<file path="src/isb_pkg.sv">
// Package of the interval set block: opcodes, status codes and command types.
// Depends on nothing; used by all modules of the block.
package isb_pkg;
    localparam logic [1:0] OP_ADD   = 2'd0;
    localparam logic [1:0] OP_BUILD = 2'd1;
    localparam logic [1:0] OP_QUERY = 2'd2;

    localparam logic [1:0] ST_DONE  = 2'd0;
    localparam logic [1:0] ST_FULL  = 2'd1;
    localparam logic [1:0] ST_EMPTY = 2'd2;

    // Datapath commands issued by the controller.
    typedef enum logic [3:0] {
        CMD_NONE,
        CMD_LATCH,      // register the input item
        CMD_ADD,        // append the latched range to staging
        CMD_SORT_INIT,  // start insertion sort, i = 1
        CMD_SORT_KEY,   // issue read of staged[i]
        CMD_SORT_CMP,   // issue read of staged[j-1]
        CMD_SORT_STEP,  // compare, shift or place key
        CMD_MERGE_INIT, // issue read of staged[0]
        CMD_MERGE_RD,   // issue read of staged[i]
        CMD_MERGE_STEP, // merge or emit
        CMD_MERGE_END,  // emit last range, clear staging
        CMD_BUILD_NONE, // empty build
        CMD_Q_INIT,     // start binary search
        CMD_Q_RD,       // issue read of set[m]
        CMD_Q_STEP      // compare and narrow
    } cmd_t;

    typedef struct packed {
        logic op_add;
        logic op_build;
        logic op_query;
        logic staged_zero;
        logic sort_more;    // i < n
        logic sort_shift;   // j > 0 and staged[j-1].lo > key.lo
        logic sort_j_pos;   // j > 0
        logic merge_more;   // i < n
        logic q_more;       // l <= r and not found
    } stat_t;
endpackage

</file>
<file path="src/isb_control.sv">
// Controller of the interval set block: sequences add, build and query.
// Depends on isb_pkg.
module isb_control (
    input  logic           clk,
    input  logic           rst_n,
    input  logic           in_valid,
    output logic           in_ready,
    output logic           out_valid,
    input  logic           out_ready,
    input  isb_pkg::stat_t stat,
    output isb_pkg::cmd_t  cmd
);
    import isb_pkg::*;

    typedef enum logic [3:0] {
        S_IDLE, S_DISP, S_ADD, S_SINIT, S_SKEY, S_SKEYW, S_SSTEP,
        S_MINIT, S_MRD, S_MSTEP, S_MEND, S_QRD, S_QSTEP, S_OUT
    } state_t;

    state_t state_reg, state_next;
    logic   out_valid_reg, out_valid_next;

    always_comb
    begin
        state_next = state_reg;
        out_valid_next = out_valid_reg;
        cmd = CMD_NONE;
        unique case (state_reg)
            S_IDLE:
                if (in_valid)
                begin
                    cmd = CMD_LATCH;
                    state_next = S_DISP;
                end
            S_DISP:
                if (stat.op_add)
                    state_next = S_ADD;
                else if (stat.op_build)
                begin
                    if (stat.staged_zero)
                    begin
                        cmd = CMD_BUILD_NONE;
                        state_next = S_OUT;
                        out_valid_next = 1'b1;
                    end
                    else
                    begin
                        cmd = CMD_SORT_INIT;
                        state_next = S_SKEY;
                    end
                end
                else if (stat.op_query)
                begin
                    cmd = CMD_Q_INIT;
                    state_next = S_QRD;
                end
                else
                begin
                    state_next = S_OUT;
                    out_valid_next = 1'b1;
                end
            S_ADD:
            begin
                cmd = CMD_ADD;
                state_next = S_OUT;
                out_valid_next = 1'b1;
            end
            S_SINIT: state_next = S_SKEY;
            S_SKEY:
                if (stat.sort_more)
                begin
                    cmd = CMD_SORT_KEY;
                    state_next = S_SKEYW;
                end
                else
                    state_next = S_MINIT;
            // Capture the key when j == i, and read staged[j-1]; the read data
            // is in the read register for the step that follows.
            S_SKEYW:
            begin
                cmd = CMD_SORT_CMP;
                state_next = S_SSTEP;
            end
            S_SSTEP:
            begin
                cmd = CMD_SORT_STEP;
                if (stat.sort_shift)
                    state_next = S_SKEYW;
                else
                    state_next = S_SKEY;
            end
            S_MINIT:
            begin
                cmd = CMD_MERGE_INIT;
                state_next = S_MRD;
            end
            S_MRD:
                if (stat.merge_more)
                begin
                    cmd = CMD_MERGE_RD;
                    state_next = S_MSTEP;
                end
                else
                    state_next = S_MEND;
            S_MSTEP:
            begin
                cmd = CMD_MERGE_STEP;
                state_next = S_MRD;
            end
            S_MEND:
            begin
                cmd = CMD_MERGE_END;
                state_next = S_OUT;
                out_valid_next = 1'b1;
            end
            S_QRD:
                if (stat.q_more)
                begin
                    cmd = CMD_Q_RD;
                    state_next = S_QSTEP;
                end
                else
                begin
                    state_next = S_OUT;
                    out_valid_next = 1'b1;
                end
            S_QSTEP:
            begin
                cmd = CMD_Q_STEP;
                state_next = S_QRD;
            end
            S_OUT:
                if (out_ready)
                begin
                    state_next = S_IDLE;
                    out_valid_next = 1'b0;
                end
            default: state_next = S_IDLE;
        endcase
    end

    always_ff @(posedge clk or negedge rst_n)
    begin
        if (!rst_n)
        begin
            state_reg <= S_IDLE;
            out_valid_reg <= 1'b0;
        end
        else
        begin
            state_reg <= state_next;
            out_valid_reg <= out_valid_next;
        end
    end

    assign in_ready = (state_reg == S_IDLE);
    assign out_valid = out_valid_reg;
endmodule

</file>
<file path="config.mk">
export PLATFORM = sky130hd
export DESIGN_NAME = isb_control
export DESIGN_NICKNAME = d
export VERILOG_FILES = /design/src/isb_pkg.sv /design/src/isb_control.sv
export SDC_FILE = /design/constraint.sdc
export NUM_CORES = 1
export LEC_CHECK = 0
export ABC_AREA = 0
export BUFFER_PORTS_ARGS = -buffer_cell sky130_fd_sc_hd__buf_2
export CORE_AREA = 5 5 42 44
export CTS_CLUSTER_DIAMETER = 60
export DETAILED_ROUTE_END_ITERATION = 6
export DIE_AREA = 0 0 47 49
export GPL_TIMING_DRIVEN = 1
export PLACE_DENSITY_LB_ADDON = 0.3
export SYNTH_ARGS = -nofsm -noshare
export SYNTH_HDL_FRONTEND = slang
export SYNTH_SLANG_ARGS = --single-unit
</file>
<file path="constraint.sdc">
create_clock -name clk -period 3.8 [get_ports clk]
set_clock_uncertainty 0.05 [all_clocks]
set_input_delay 0.19 -clock clk [delete_from_list [all_inputs] [get_ports clk]]
set_output_delay 0.19 -clock clk [all_outputs]
set_load 0.01 [all_outputs]
</file>
==> results <==
- Across all layers, the routed design uses 654 vias.
- The share of post-route cells with drive strength above 1 is 0.260.
- The count of flip-flops with a built-in enable after synthesis is 0.
- The die height is slightly below 50 um.
- In this run the power density over the cells is approximately 750 nW/um^2.
- The analysis attributes to cell leakage a power of 0.290 nW.
- The number of levels in the clock H-tree is 1.
- Yosys printed 0 warnings.
- The initial standard-cell utilization of the core is 0.404.
- CTS saw 5 sinks.
- After routing the design area is 682 um^2.
- The tightest min-delay check is of the in -> reg type.
- The number of clock buffers inserted by TritonCTS is 3.
- The fraction of post-synthesis cell area in the top cell type by area is 0.221.
- The final worst-path cycle share is 0.623.
- The total placed cells including tap cells is 107.
- For this run, global-route usage on met3 was measured as 0.0332.
- Of the synthesized area, sequential elements account for 0.221.
- The cell type contributing the most total cell area after synthesis is dfrtp_1.
- The x dimension of the die is ~47 um.
- The fill cell total of the finished layout is 163.
- The startpoint type of the worst setup path is a flop.
- The placed cell area is 644 um^2.
- The flip-flop count of the largest register after layout is 4.
- Gates resized during post-CTS repair numbered 0.
- The clock latency at the later pin of the worst-skew pair is 250 ps.
- In the final design database the tool counted between 100 and 150 nets.
- Registers take 125 um^2.
- The cell area after synthesis is 567 um^2.
- 0 antenna diodes ended up in the layout.
- CTS placed an instance of clkbuf_4 at the clock tree root.
- The pin count of the biggest net entering global routing is 23.
- The number of antenna-violating nets in the routed design is 0.
- For the final routed database, the setup TNS stands at 0 ps.
- The number of detailed-route iterations in the first pass is 4.
- Setup repair after global routing left no endpoint under its margin.
- In the final routed layout, each cell accounts on average for approximately 14 um.
- The post-CTS clock slew at the launch and capture registers of the worst setup and hold paths is 50 ps.
- Among all cell types in the netlist, the one instantiated most often is nand2_1.
- The headroom to the max-slew limit is 0.576.
- Yosys attributes the largest share of cell area to dfrtp_1 22%, nor2b_1 7.7%, o21ai_0 5.3%, a211oi_1 5.3%, nand2_1 5.3%.
- In the synthesized netlist the dominant register cell turns out to be dfrtp_1.
- After synthesis the netlist holds a flip-flop and latch count of 5.
- Of all nets on the critical path, the largest fanout is 22.
- The first global-routing pass estimated 2.49 mm of wire.
- The number of hold violations in the final report is 0.
- During I/O placement, the number of pins put on the boundary was 19.
- The critical path endpoint category is an output port.
- The final routed wirelength across all metal layers is 1.54 mm.
- The stage delay of the slowest cell on the critical path is 660 ps.
- The setup path with the least slack is of type reg -> out.
- The peak ir drop on the vdd network is 0.298 mV.
- The multi-input logic area is 395 um^2.
- The number of nets in the synthesized netlist is 93.
- The number of global-route vias before repair is 590.
- For the worst setup path, the data arrival time is around 2100 ps.
- The largest individual stage delay along the critical path comes from the cell or4b_4.
- For this run, the top clock speed supported by timing is 422 MHz.
- Setup violations remaining at the end of the flow were counted as 0.
- The final global-route overflow total is 0.
- The number of port buffers is 17.
- In the synthesized netlist, the cells that appear most often are 8 x nand2_1, 7 x nor2_1, 7 x nor2b_1.
- The die covers 2300 um^2.
- The critical path goes through or4b_4, nor3_1, o2bb2ai_1, buf_2.
- The HPWL after detailed placement is 1.13 mm.
- The average vias per placed instance is 5.84.
- The global-route track usage on met2 is 0.210.
- The area growth from synthesis to final layout is 20.3%.
- Excluding fillers, the count of instances in the completed layout stands at 112.
- In this run the most used layer during global routing was met2.
- The number of buffers inserted to repair setup after CTS is 0.
- Across every metal layer, demand over resource in global routing totals 0.148.
- No sink is reached through more buffers than the 2 on the longest clock path.
- At the worst endpoint, the required time is 3560 ps.
- The initial DRC count is 10.
- The netlist uses 29 different library cells.
- The number of antenna violations at the first check in global routing is 0.
- The synthesized netlist cell count is 80.
- The last weighted congestion value of the routability-driven placer is 0.786.
- For met1 alone, demand over resource in global routing was 0.188.
- The measured slew at the worst slew-check pin is 636 ps.
- The count of hold buffers inserted by post-cts repair is 1.
- The worst hold slack across all endpoints is 156 ps.
- The mean post-synth cell area is between 7 and 8 um^2.
- The floorplan step defined a core boundary enclosing 1400 um^2.
- The reported max-cap violation count is 0.
- For this run, design rule violations remaining after detail routing come to 0.
- The run finished with clean final reports.
- The final-report max-slew violation count is 0.
- The number of core rows is 14.
- The share of synthesized flip-flops with an asynchronous set or reset is 1.00.
- For the finished layout, the period the worst path requires is 2370 ps.
- The CTS tree is done.
-- kinds of logic after synthesis --
group	synth area share
DFF	0.221
and+or+nand+nor	0.313
buffers and inverters	0.0817
AOI/OAI and AO/OA	0.384
-- final cells by class --
class	count	area share
multi-input combinational	64	0.580
sequential	5	0.183
timing repair buffer	18	0.139
clock buffer	3	0.0330
tap	16	0.0294
inverter	5	0.0275
clock inverter	1	0.00734
-- power breakdown --
group	internal, W	switching, W
registers	0.0000768	0.0000835
logic	0.000140	0.000148
clock network	0.0000382	0.0000238
total	0.000255	0.000256
-- critical path: cells and delay by family, from the launching register on --
kind | cells | cell delay [ps]
and+or+nand+nor | 2 | 980
DFF | 1 | 610
AOI/OAI and AO/OA | 1 | 150
buffers and inverters | 1 | 140
-- path summary, 6_finish.rpt --
| path | from | to | slack, ps | cells past startpoint |
|---|---|---|---|---|
| setup / recovery | state_reg[2]$_DFFE_PN0P_ | cmd[3] | 1430 | 4 |
| hold / removal | out_ready | state_reg[0]$_DFFE_PN0P_ | 160 | 2 |
| setup reg to reg | state_reg[2]$_DFFE_PN0P_ | state_reg[0]$_DFFE_PN0P_ | 1790 | 4 |
| hold reg to reg | out_valid$_DFFE_PN0P_ | out_valid$_DFFE_PN0P_ | 520 | 2 |
| max in group asynchronous | rst_n | out_valid$_DFFE_PN0P_ | 3340 | 2 |
| min in group asynchronous | rst_n | state_reg[2]$_DFFE_PN0P_ | 230 | 2 |
-- layer usage --
layer	part of all wire	wire length [um]
met5	0	0
met4	0.027	42
met3	0.043	66
met2	0.47	719
met1	0.46	707
-- cells in the final DEF (no fill, tap or decap) --
cell type / synthesis / final
nor3b_1: 1 / 1
a31oi_1: 2 / 2
a21o_1: 1 / 1
o31ai_1: 2 / 2
o2bb2ai_1: 2 / 2
nor2_1: 7 / 7
buf_2: 4 / 17
o21bai_1: 1 / 1
a221oi_1: 1 / 1
nand2_1: 8 / 8
a21oi_1: 4 / 4
clkinv_2: 0 / 1
nand2b_1: 1 / 1
nor3_1: 2 / 2
o211ai_1: 3 / 3
or3_1: 2 / 2
o21ai_0: 6 / 6
or4b_4: 1 / 1
a311oi_1: 1 / 1
o32a_1: 1 / 1
a221o_1: 1 / 1
clkbuf_4: 0 / 3
nor2b_1: 7 / 7
inv_1: 5 / 5
or2_2: 3 / 3
dfrtp_1: 5 / 5
a211oi_1: 4 / 4
nor4b_1: 1 / 1
o32ai_1: 2 / 2
dlygate4sd3_1: 0 / 1
-- through the flow --
stage               setup WS, ps  utilization  power, W
floorplan                   2210            -  0.000363
global placement            1720        0.460  0.000442
detailed placement          1720        0.460  0.000445
CTS                         1440        0.487  0.000511
global route                1320        0.487  0.000557
finish                      1430        0.487  0.000510
Power figures use the tool's default switching activity.
